==> config.mk <==
export PLATFORM = sky130hd
export DESIGN_NAME = fraction_sum_accumulator
export DESIGN_NICKNAME = d
export VERILOG_FILES = /design/src/rtl/fsa_pkg.sv /design/src/rtl/fraction_sum_accumulator.sv /design/src/rtl/fsa_ctrl.sv /design/src/rtl/fsa_datapath.sv
export SDC_FILE = /design/constraint.sdc
export NUM_CORES = 2
export LEC_CHECK = 0
export BUFFER_PORTS_ARGS = -buffer_cell sky130_fd_sc_hd__buf_2
export CAP_MARGIN = 5
export CORE_UTILIZATION = 45
export CTS_CLUSTER_DIAMETER = 80
export DETAILED_ROUTE_END_ITERATION = 10
export SLEW_MARGIN = 20
export SYNTH_ARGS = -nofsm -noshare
export SYNTH_HDL_FRONTEND = slang
export SYNTH_SLANG_ARGS = --single-unit
==> constraint.sdc <==
create_clock -name i_clk -period 9.7 [get_ports i_clk]
set_input_delay 1.455 -clock i_clk [delete_from_list [all_inputs] [get_ports i_clk]]
set_output_delay 1.455 -clock i_clk [all_outputs]
set_load 0.03 [all_outputs]
==> src/rtl/fsa_pkg.sv <==
// shared types and constants for the fraction sum accumulator
// no dependencies; used by controller, datapath and top level
package fsa_pkg;

    localparam int IN_WIDTH  = 16;
    localparam int OUT_WIDTH = 32;

    typedef enum logic [2:0] {
        S_IDLE,
        S_CHECK,
        S_MUL,
        S_GINIT,
        S_GCD,
        S_FIX,
        S_DIV,
        S_DONE
    } t_state;

    typedef struct packed {
        logic load;
        logic mul_step;
        logic gcd_init;
        logic gcd_step;
        logic fix_step;
        logic div_init;
        logic div_step;
        logic commit;
    } t_cmd;

    typedef struct packed {
        logic den_zero;
        logic start;
        logic a_zero;
        logic k_zero;
    } t_stat;

endpackage

==> src/rtl/fraction_sum_accumulator.sv <==
// top level of the fraction sum accumulator: stream ports, controller and datapath
// depends on fsa_pkg, fsa_ctrl, fsa_datapath
//
// usage:
//   input stream takes one fraction per item: tdata holds numerator and
//   denominator, tuser holds the start flag. start replaces the running sum
//   with the reduced incoming fraction, otherwise the fraction is added.
//   output stream returns one item per input item with the reduced running
//   sum in tdata and overflow / bad input flags in tuser.
// sequencing:
//   one item at a time; the input is ready only while idle. a zero
//   denominator goes from the check straight to commit. otherwise the item runs
//   a shift-add multiply (start items skip it), gcd setup, the binary gcd loop
//   (data dependent), one restore step per common power of two, the bit-serial
//   dividers over IW bits and commit, IW = SUM_WIDTH + OPERAND_WIDTH + 1.
//   the result is valid from the edge that ends the commit cycle.
//   the gcd loop runs one shift or subtract per cycle until a reaches zero.
// reset: sum becomes 0/1, no result pending, input ready.
// stall: a finished result waits in the output register; the next item is
//   taken and computed meanwhile, and it finishes once the output frees up.
module fraction_sum_accumulator
    import fsa_pkg::*;
#(
    parameter int OPERAND_WIDTH = 16,
    parameter int SUM_WIDTH     = 32
) (
    input  logic        i_clk,
    input  logic        i_rst_n,
    input  logic        i_s_tvalid,
    output logic        o_s_tready,
    input  logic [31:0] i_s_tdata,   // numerator, denominator
    input  logic        i_s_tuser,   // start_req
    output logic        o_m_tvalid,
    input  logic        i_m_tready,
    output logic [63:0] o_m_tdata,   // sum_numerator, sum_denominator
    output logic [1:0]  o_m_tuser    // overflow, bad_input
);

    t_cmd  cmd;
    t_stat stat;

    fsa_ctrl #(
        .OPERAND_WIDTH (OPERAND_WIDTH),
        .SUM_WIDTH     (SUM_WIDTH)
    ) u_ctrl (
        .i_clk      (i_clk),
        .i_rst_n    (i_rst_n),
        .i_s_tvalid (i_s_tvalid),
        .o_s_tready (o_s_tready),
        .o_m_tvalid (o_m_tvalid),
        .i_m_tready (i_m_tready),
        .i_stat     (stat),
        .o_cmd      (cmd)
    );

    fsa_datapath #(
        .OPERAND_WIDTH (OPERAND_WIDTH),
        .SUM_WIDTH     (SUM_WIDTH)
    ) u_dp (
        .i_clk             (i_clk),
        .i_rst_n           (i_rst_n),
        .i_cmd             (cmd),
        .o_stat            (stat),
        .i_numerator       (i_s_tdata[15:0]),
        .i_denominator     (i_s_tdata[31:16]),
        .i_start_req       (i_s_tuser),
        .o_sum_numerator   (o_m_tdata[31:0]),
        .o_sum_denominator (o_m_tdata[63:32]),
        .o_overflow        (o_m_tuser[0]),
        .o_bad_input       (o_m_tuser[1])
    );

endmodule

==> src/rtl/fsa_ctrl.sv <==
// controller state machine: sequences multiply, gcd, restore and divide phases
// depends on fsa_pkg; drives fsa_datapath through t_cmd
module fsa_ctrl
    import fsa_pkg::*;
#(
    parameter int OPERAND_WIDTH = 16,
    parameter int SUM_WIDTH     = 32
) (
    input  logic  i_clk,
    input  logic  i_rst_n,
    input  logic  i_s_tvalid,
    output logic  o_s_tready,
    output logic  o_m_tvalid,
    input  logic  i_m_tready,
    input  t_stat i_stat,
    output t_cmd  o_cmd
);

    localparam int IW = SUM_WIDTH + OPERAND_WIDTH + 1;
    localparam int CW = $clog2(IW);

    t_state         r_state, n_state;
    logic [CW-1:0]  r_cnt, n_cnt;
    logic           r_out_valid, n_out_valid;

    always_ff @(posedge i_clk) begin
        if (!i_rst_n) begin
            r_state     <= S_IDLE;
            r_cnt       <= '0;
            r_out_valid <= 1'b0;
        end else begin
            r_state     <= n_state;
            r_cnt       <= n_cnt;
            r_out_valid <= n_out_valid;
        end
    end

    always_comb begin
        n_state     = r_state;
        n_cnt       = r_cnt;
        o_cmd       = '0;
        n_out_valid = (r_out_valid && !i_m_tready);
        case (r_state)
            S_IDLE: begin
                if (i_s_tvalid) begin
                    o_cmd.load = 1'b1;
                    n_state    = S_CHECK;
                end
            end
            S_CHECK: begin
                if (i_stat.den_zero) begin
                    n_state = S_DONE;
                end else if (i_stat.start) begin
                    n_state = S_GINIT;
                end else begin
                    n_cnt   = CW'(OPERAND_WIDTH - 1);
                    n_state = S_MUL;
                end
            end
            S_MUL: begin
                o_cmd.mul_step = 1'b1;
                n_cnt          = r_cnt - 1'b1;
                if (r_cnt == '0) begin
                    n_state = S_GINIT;
                end
            end
            S_GINIT: begin
                o_cmd.gcd_init = 1'b1;
                n_state        = S_GCD;
            end
            S_GCD: begin
                if (i_stat.a_zero) begin
                    n_state = S_FIX;
                end else begin
                    o_cmd.gcd_step = 1'b1;
                end
            end
            S_FIX: begin
                if (i_stat.k_zero) begin
                    o_cmd.div_init = 1'b1;
                    n_cnt          = CW'(IW - 1);
                    n_state        = S_DIV;
                end else begin
                    o_cmd.fix_step = 1'b1;
                end
            end
            S_DIV: begin
                o_cmd.div_step = 1'b1;
                n_cnt          = r_cnt - 1'b1;
                if (r_cnt == '0) begin
                    n_state = S_DONE;
                end
            end
            S_DONE: begin
                if (!r_out_valid || i_m_tready) begin
                    o_cmd.commit = 1'b1;
                    n_out_valid  = 1'b1;
                    n_state      = S_IDLE;
                end
            end
            default: begin
                n_state = S_IDLE;
            end
        endcase
    end

    assign o_s_tready = (r_state == S_IDLE);
    assign o_m_tvalid = r_out_valid;

endmodule

==> src/rtl/fsa_datapath.sv <==
// datapath: shift-add multiply, binary gcd, restoring dividers, sum and result registers
// depends on fsa_pkg; controlled by fsa_ctrl
module fsa_datapath
    import fsa_pkg::*;
#(
    parameter int OPERAND_WIDTH = 16,
    parameter int SUM_WIDTH     = 32
) (
    input  logic                 i_clk,
    input  logic                 i_rst_n,
    input  t_cmd                 i_cmd,
    output t_stat                o_stat,
    input  logic [IN_WIDTH-1:0]  i_numerator,
    input  logic [IN_WIDTH-1:0]  i_denominator,
    input  logic                 i_start_req,
    output logic [OUT_WIDTH-1:0] o_sum_numerator,
    output logic [OUT_WIDTH-1:0] o_sum_denominator,
    output logic                 o_overflow,
    output logic                 o_bad_input
);

    localparam int OW = OPERAND_WIDTH;
    localparam int SW = SUM_WIDTH;
    localparam int IW = SW + OW + 1;
    localparam int KW = $clog2(IW);

    logic [OW-1:0]        r_n2, r_d2, r_mn, r_md;
    logic                 r_start;
    logic [IW-1:0]        r_acc_n, r_acc_d, r_a, r_b, r_qn, r_qd, r_rn, r_rd;
    logic [KW-1:0]        r_k;
    logic [SW-1:0]        r_sum_n, r_sum_d;
    logic [OUT_WIDTH-1:0] r_out_n, r_out_d;
    logic                 r_ovf, r_bad;

    logic [OW-1:0]        n_n2, n_d2, n_mn, n_md;
    logic                 n_start;
    logic [IW-1:0]        n_acc_n, n_acc_d, n_a, n_b, n_qn, n_qd, n_rn, n_rd;
    logic [KW-1:0]        n_k;
    logic [SW-1:0]        n_sum_n, n_sum_d;
    logic [OUT_WIDTH-1:0] n_out_n, n_out_d;
    logic                 n_ovf, n_bad;

    logic [OW+IN_WIDTH-1:0] num_ext, den_ext;
    logic [IW-1:0]          n1_w, d1_w, n2_w, d2_w;
    logic [IW:0]            rn_sh, rd_sh, g_w;
    logic                   too_wide;
    logic [SW+OUT_WIDTH-1:0] sum_n_ext, sum_d_ext;

    assign num_ext = {{OW{1'b0}}, i_numerator};
    assign den_ext = {{OW{1'b0}}, i_denominator};
    assign n1_w    = {{(OW+1){1'b0}}, r_sum_n};
    assign d1_w    = {{(OW+1){1'b0}}, r_sum_d};
    assign n2_w    = {{(SW+1){1'b0}}, r_n2};
    assign d2_w    = {{(SW+1){1'b0}}, r_d2};
    assign rn_sh   = {r_rn, r_qn[IW-1]};
    assign rd_sh   = {r_rd, r_qd[IW-1]};
    assign g_w     = {1'b0, r_b};
    assign too_wide = (r_qn[IW-1:SW] != '0) || (r_qd[IW-1:SW] != '0);

    assign o_stat.den_zero = (r_d2 == '0);
    assign o_stat.start    = r_start;
    assign o_stat.a_zero   = (r_a == '0);
    assign o_stat.k_zero   = (r_k == '0);

    always_comb begin
        n_n2 = r_n2;   n_d2 = r_d2;   n_mn = r_mn;   n_md = r_md;
        n_start = r_start;
        n_acc_n = r_acc_n;  n_acc_d = r_acc_d;
        n_a = r_a;  n_b = r_b;  n_k = r_k;
        n_qn = r_qn;  n_qd = r_qd;  n_rn = r_rn;  n_rd = r_rd;
        n_sum_n = r_sum_n;  n_sum_d = r_sum_d;
        n_out_n = r_out_n;  n_out_d = r_out_d;
        n_ovf = r_ovf;  n_bad = r_bad;
        sum_n_ext = '0;
        sum_d_ext = '0;

        if (i_cmd.load) begin
            n_n2    = num_ext[OW-1:0];
            n_d2    = den_ext[OW-1:0];
            n_mn    = num_ext[OW-1:0];
            n_md    = den_ext[OW-1:0];
            n_start = i_start_req;
            n_acc_n = '0;
            n_acc_d = '0;
        end

        // msb-first shift-add of n1*d2 + n2*d1 and d1*d2
        if (i_cmd.mul_step) begin
            n_acc_n = (r_acc_n << 1) + (r_md[OW-1] ? n1_w : '0) + (r_mn[OW-1] ? d1_w : '0);
            n_acc_d = (r_acc_d << 1) + (r_md[OW-1] ? d1_w : '0);
            n_mn    = r_mn << 1;
            n_md    = r_md << 1;
        end

        if (i_cmd.gcd_init) begin
            n_a  = r_start ? n2_w : r_acc_n;
            n_b  = r_start ? d2_w : r_acc_d;
            n_qn = n_a;
            n_qd = n_b;
            n_k  = '0;
        end

        // binary gcd, b stays nonzero
        if (i_cmd.gcd_step) begin
            if (!r_a[0] && !r_b[0]) begin
                n_a = r_a >> 1;
                n_b = r_b >> 1;
                n_k = r_k + 1'b1;
            end else if (!r_a[0]) begin
                n_a = r_a >> 1;
            end else if (!r_b[0]) begin
                n_b = r_b >> 1;
            end else if (r_a >= r_b) begin
                n_a = r_a - r_b;
            end else begin
                n_b = r_b - r_a;
            end
        end

        // put back common powers of two
        if (i_cmd.fix_step) begin
            n_b = r_b << 1;
            n_k = r_k - 1'b1;
        end

        if (i_cmd.div_init) begin
            n_rn = '0;
            n_rd = '0;
        end

        // restoring division of both terms by g
        if (i_cmd.div_step) begin
            if (rn_sh >= g_w) begin
                n_rn = IW'(rn_sh - g_w);
                n_qn = {r_qn[IW-2:0], 1'b1};
            end else begin
                n_rn = rn_sh[IW-1:0];
                n_qn = {r_qn[IW-2:0], 1'b0};
            end
            if (rd_sh >= g_w) begin
                n_rd = IW'(rd_sh - g_w);
                n_qd = {r_qd[IW-2:0], 1'b1};
            end else begin
                n_rd = rd_sh[IW-1:0];
                n_qd = {r_qd[IW-2:0], 1'b0};
            end
        end

        if (i_cmd.commit) begin
            n_bad = 1'b0;
            n_ovf = 1'b0;
            if (r_d2 == '0) begin
                n_bad = 1'b1;
            end else if (too_wide) begin
                n_ovf = 1'b1;
            end else begin
                n_sum_n = r_qn[SW-1:0];
                n_sum_d = r_qd[SW-1:0];
            end
            sum_n_ext = {{OUT_WIDTH{1'b0}}, n_sum_n};
            sum_d_ext = {{OUT_WIDTH{1'b0}}, n_sum_d};
            n_out_n   = sum_n_ext[OUT_WIDTH-1:0];
            n_out_d   = sum_d_ext[OUT_WIDTH-1:0];
        end
    end

    always_ff @(posedge i_clk) begin
        if (!i_rst_n) begin
            r_sum_n <= '0;
            r_sum_d <= SW'(1);
        end else begin
            r_sum_n <= n_sum_n;
            r_sum_d <= n_sum_d;
        end
    end

    always_ff @(posedge i_clk) begin
        r_n2 <= n_n2;   r_d2 <= n_d2;   r_mn <= n_mn;   r_md <= n_md;
        r_start <= n_start;
        r_acc_n <= n_acc_n;  r_acc_d <= n_acc_d;
        r_a <= n_a;  r_b <= n_b;  r_k <= n_k;
        r_qn <= n_qn;  r_qd <= n_qd;  r_rn <= n_rn;  r_rd <= n_rd;
        r_out_n <= n_out_n;  r_out_d <= n_out_d;
        r_ovf <= n_ovf;  r_bad <= n_bad;
    end

    assign o_sum_numerator   = r_out_n;
    assign o_sum_denominator = r_out_d;
    assign o_overflow        = r_ovf;
    assign o_bad_input       = r_bad;

endmodule

**After elaboration in Yosys (flattened, before gate mapping)**

Cells that the tools add are included.

- Add/subtract/negate cells: 10
- Order comparisons: 3
- Divide/modulo/power cells: 0
- Shifts and indexed selects: 0
- Reductions and logical operators: 22
- Multiplexer cells: 73
- Bitwise operators: 0
- Multiply operators: 0
- Equal/unequal tests: 15

Operator list:

| kind | number |
|---|---|
| two-way mux 49 bit | 27 |
| two-way mux 32 bit | 7 |
| subtractor 49 bit | 4 |
| adder 49 bit | 3 |
| >= comparator 50 x 49 -> 1 bit | 2 |
| two-way mux 16 bit | 4 |
| >= comparator 49 bit | 1 |
| zero test 49 bit | 1 |
| two-way mux 6 bit | 7 |
| nonzero test 17 bit | 2 |
| case mux 3 bit (8 select lines) | 1 |
| two-way mux 3 bit | 7 |
| two-way mux 1 bit | 18 |
| case mux 6 bit (3 select lines) | 1 |
| zero test 16 bit | 1 |
| equality test 3 bit, second input constant | 4 |
| zero test 6 bit | 2 |
| subtractor 6 x 1 -> 6 bit, second input constant | 2 |
| != test 2 bit, second input constant | 5 |
| adder 6 x 1 -> 6 bit, second input constant | 1 |
| equality test 3 x 2 -> 1 bit, second input constant | 2 |
| != test 2 x 1 -> 1 bit, second input constant | 3 |
| AND reduction 6 bit | 1 |
| nonzero test 2 bit | 3 |
| 9 further kinds | 14 |

- Bits in read-only memories: 0
- Output and inout port bits: 68
- Bits in registers: 603
- Latch bits: 0
- Memories kept: 0
- Bits in writable memories: 0
- Input bits: 37

**Depth between registers and ports, before layout**

- Word-level depth: 9
- Mapped depth: 19

**Hierarchy**

From an unflattened synthesis, not the netlist that was laid out.

- Cells, all modules: 4,672
- Area total of the unflattened synthesis: 42,777.3 um2

By module, submodules not included:

| module | area an instance (um2) | cells each | times used |
|---|---|---|---|
| fsa_datapath | 42,094.1 | 4,595 | 1 |
| fsa_ctrl | 683.2 | 77 | 1 |

**Least setup slack after synthesis**

OpenSTA, ideal clock, no wires.

- Kind: reg2reg
- Start: register u_ctrl.r_state[2]
- End: register u_dp.r_rd[0], enable pin
- Required time: 9,001 ps
- Period minus slack after synthesis: 8,688 ps
- Setup slack: 1,012 ps
- Data arrival time: 7,989 ps
- Library setup time: 699 ps
- Cell stages (with the launch flop): 4
- Cell sequence: dfxtp_1 clkbuf_1 nand2_1 o31ai_1

- Cells in the longest elaborated chain, start to end: 3
- Elaborated cells between the ends (all ways): 5

RTL lines:

| item | line | text |
|---|---|---|
| start: declaration | fsa_ctrl.sv:22 | `t_state r_state, n_state;` |
| start signal: assignment | fsa_ctrl.sv:32 | `r_state <= n_state;` |
| equality test 3 bit | fsa_ctrl.sv:43 | `case (r_state)` |
| two-way mux 1 bit or two-way mux 2 bit (tied branches) | fsa_ctrl.sv:43 |  |
| nonzero test 2 bit (no line) (*) | - |  |
| end signal: assignment | fsa_datapath.sv:182 | `r_qn <= n_qn; r_qd <= n_qd; r_rn <= n_rn; r_rd <= n_rd;` |
| end: declaration | fsa_datapath.sv:29 | `logic [IW-1:0] r_acc_n, r_acc_d, r_a, r_b, r_qn, r_qd, r_rn, r_rd;` |

Mark *: on every way between the ends. The rest lies on a longest branch, timed or not.
A chain may end at the register's enable or synchronous reset.

**Worst setup path after layout**

- Start: register u_dp.r_md[15]
- End: register u_dp.r_acc_n[43] (data pin)

- Cells in the longest elaborated chain, start to end: 4

RTL lines:

| item | line | text |
|---|---|---|
| start: declaration | fsa_datapath.sv:27 | `logic [OW-1:0] r_n2, r_d2, r_mn, r_md;` |
| start signal: assignment | fsa_datapath.sv:178 | `r_n2 <= n_n2; r_d2 <= n_d2; r_mn <= n_mn; r_md <= n_md;` |
| two-way mux 32 bit | fsa_datapath.sv:89 | `n_acc_n = (r_acc_n << 1) + (r_md[OW-1] ? n1_w : '0) + (r_mn[OW-1] ? d1_w : '0);` |
| adder 49 bit (2 in a row) | fsa_datapath.sv:89 |  |
| two-way mux 49 bit | fsa_datapath.sv:88 | `if (i_cmd.mul_step) begin` |
| end signal: assignment | fsa_datapath.sv:180 | `r_acc_n <= n_acc_n; r_acc_d <= n_acc_d;` |
| end: declaration | fsa_datapath.sv:29 |  |

Every way passes these cells.

==> results.md <==
* Transition time at the pin with the least slew margin at 1.21 ns
* Gr ovfl total at 0
* CTS tree: yes
* Final number of setup-violating endpoints at 0
* Required @ worst endpoint at 10.21 ns
* Number of synthesized register bits at 603
* Startpoint types: flip-flop
* Number of nets produced by synthesis at 5040
* Total wirelength of the detailed-routed design at 143000 um
* Max Transition Viols Final at 0
* Final ANT Viol Nets at 0
* Maximum number of pins on one net before global-route repair at 201
* Sinks on Clock Net at 603
* Port bufs at 104
* Longest Clk Path Bufs at 3
* Core footprint at 93300 um2
* Final routed wire length divided by cell count at 24.0 um
* Hold bufs inserted after CTS at 0
* Highest fanout seen on the critical path at 64
* Fill cell count at 8915
* Library cell used as clock root buffer: clkbuf_16
* Sequential-to-total area share from yosys stat at 38.5%
* Worst Path Class, Setup: flip-flop to flip-flop
* I/O Pins at 105
* Detailed Place HPWL at 106000 um
* Global-route wire length before repair at 216000 um
* Post-synth ARST share at 0%
* Starting Density at 45.4%
* Ys Warns at 0
* Main synth FF type: edfxtp_1
* Post-route fraction of the period consumed by the critical path at 57.4%
* Final core utilization at 49.8%
* Run status: complete, no violations
* Fraction of the mapped netlist area in adder cells at 9.57%
* Compound-Gate Fraction of Synth Area at 20.5%
* Die boundary height at 309 um
* Chip Width at 309 um
* Total routing resource utilization after global routing at 29.7%
* Cts repair resizes at 0
* Total number of vias at 36000
* Most common library cell in the layout ignoring fill and taps: nor2_1
* Post-detailed-route via-to-cell ratio at 6.03
* Clock transition time at the flip-flop clock pins of the worst setup and hold paths at 0.06 ns
* Count of distinct cell types in the synthesized netlist at 90
* Fraction of synthesized area in multiplexers at 5.59%
* WP data arrival at 6.08 ns
* Relative slew margins at 18.6%
* Mean instance size in the synthesized netlist at 9.02 um2
* Vias in the first global route at 34800
* Number of antenna violations at the first check in global routing at 2
* Final Wtd Congestion at 0.996
* Maximum capacitance violations at 0
* Setup repair after global routing missed its margin: no
* Power density relative to cell area at 317 nW/um2
* Final critical path time including I/O delays and setup at 5.57 ns
* Post-synthesis instance total at 4701
* Net total in the final layout at 5001
* Final routed DRC violation total at 0
* Share of final-layout standard cells stronger than drive strength 1 at 8.07%
* Largest family of logic cells by synthesized area: compound AO/OA/AOI/OAI gates
* Post-synth design cell area at 42400 um2
* Count of flip-flops with a built-in enable after synthesis at 423
* Xor/xnor share of the synthesized area at 5.29%
* Commonest cells after routing, fill and taps aside: nor2_1 (439), edfxtp_1 (423), a21oi_1 (422)
* Simple-gate share of the synthesized area at 15.8%
* Leakage dissipation at 17.6 nW
* Total Die Area at 95400 um2
* Fmax at 180 MHz
* Setup TNS after final layout at 0 ns
* Kind of end point of the critical path: flip-flop
* Worst skew pair latency at 0.67 ns
* 1st-iter DRT viols at 3440
* Max H-tree Level at 3
* Min-delay worst type: flip-flop to flip-flop
* Largest voltage drop on the vdd net at 195 uV
* Number of buffers inserted during clock tree synthesis at 74
* Number of setup buffers added after CTS at 0
* Post-Route Skew at 0.0399 ns
* Area Growth Syn to Fin at 9.73%
* Number of iterations in the first detailed-routing pass at 8
* Row cnt at 112
* Number of endpoints with negative hold slack in the final report at 0
## where the power goes
part | leakage, nW | switching (mW) | internal (mW)
Combinational | 11.1 | 5.01 | 2.55
Clock | 1.27 | 1.21 | 1.79
Sequential | 5.21 | 0.619 | 3.58
## stage by stage
stage          setup WS (ns)  hold slack (ns)  power (mW)  cell area [um2]  std cells
3_5_place_dp            4.18            0.470        11.5            43900       5839
5_1_grt                 3.79            0.488        15.5            46500       5975
3_3_place_gp            4.27            0.462        11.6            43900       5839
4_1_cts                 4.16            0.478        14.6            46500       5974
2_1_floorplan           1.01            0.438        9.26            42400       4701
6_report                4.13            0.474        14.8            46500       5976
## state kept, by name (all words and copies together), names as in the netlist, 6 cells and up
| register | flops |
|---|---|
| u_dp.r_acc_n | 49 |
| u_dp.r_n2 | 16 |
| u_dp.r_k | 6 |
| u_dp.r_qn | 49 |
| u_dp.r_rn | 49 |
| u_dp.r_d2 | 16 |
| u_dp.r_b | 49 |
| u_dp.o_sum_denominator | 32 |
| u_dp.r_mn | 16 |
| u_dp.r_a | 49 |
| u_ctrl.r_cnt | 6 |
| u_dp.r_rd | 49 |
| u_dp.r_acc_d | 49 |
| u_dp.r_sum_d | 32 |
| u_dp.o_sum_numerator | 32 |
| u_dp.r_sum_n | 32 |
| u_dp.r_md | 16 |
| u_dp.r_qd | 49 |
## area by class of cell
cell class | instances | area [um2] | share of cell area [%]
multi-input cells | 3579 | 24200 | 51.9
flip-flops and latches | 603 | 16300 | 35.1
clock buffers | 92 | 2010 | 4.32
well taps | 1254 | 1570 | 3.37
inverters | 257 | 965 | 2.07
repair buffers | 147 | 888 | 1.91
clock inverters | 43 | 607 | 1.30
diodes | 1 | 2.50 | 0.00538
## critical path, cell delays in order (launching register included)
cell	delay, ns
edfxtp_1	0.32
buf_4	0.54
nand2_1	0.16
fa_1	0.45
inv_1	0.08
ha_1	0.23
fa_1	0.24
a21oi_1	0.11
o21ai_0	0.39
or3b_1	0.41
a21boi_1	0.35
a221oi_1	0.16
buf_4	0.18
o41ai_1	0.43
o221ai_1	0.29
nor2_1	0.25
o311ai_1	0.11
buf_4	0.20
or3_1	0.35
a21oi_1	0.14
## synth_stat cells, drive strengths merged, types with 37 or more instances
cell    instances  share of area [%]
mux2           66                1.8
o22ai          54               0.80
dfxtp         180                8.5
nor2b          99                1.5
nand3          77               0.91
xor2          112                2.3
nand2b        104                1.5
mux2i         162                3.8
fa             37                1.7
nand2         409                3.6
and2           60               0.89
a21oi         424                5.0
clkbuf        207                1.8
a31oi          49               0.72
nand4          58               0.89
o21ai         308                3.7
a21o          116                2.1
buf            55               0.70
ha            265                7.8
edfxtp        423                 30
nor2          441                3.9
o21bai         56               0.99
a221oi         42               0.88
xnor2         144                3.0
a211oi         60                1.1
inv           257                2.3
nor3           58               0.70
## per-layer routing
| layer | wire, um | track usage (%) | vias to the layer above |
|---|---|---|---|
| li1 | - | - | 17000 |
| met1 | 63900 | 40.6 | 17500 |
| met2 | 64800 | 47.5 | 1292 |
| met3 | 8670 | 4.08 | 274 |
| met4 | 5930 | 11.5 | 0 |
| met5 | 0 | 0 | - |
## path summary, 6_finish.rpt
| kind | start | cells after the start | slack (ns) | to |
|---|---|---|---|---|
| max | u_dp.r_md[15]$_DFFE_PP_ | 19 | 4.13 | u_dp.r_acc_n[43]$_SDFFCE_PN0P_ |
| min | u_dp.r_k[5]$_DFF_P_ | 1 | 0.47 | u_dp.r_k[5]$_DFF_P_ |
| max reg2reg | u_dp.r_md[15]$_DFFE_PP_ | 19 | 4.13 | u_dp.r_acc_n[43]$_SDFFCE_PN0P_ |
| min reg2reg | u_dp.r_k[5]$_DFF_P_ | 1 | 0.47 | u_dp.r_k[5]$_DFF_P_ |
## cell families (layout without fill, tap and decap cells)
family                     count (synthesis)  in the layout
and+or+nand+nor                         1420           1420
AOI/OAI and AO/OA                       1373           1373
DFF                                      603            603
buffers and inverters                    519            539
adders and majority gates                302            302
xor gates and xnor gates                 256            256
muxes                                    228            228
other                                      0              1
No activity file was read; power rests on OpenSTA's default activity.
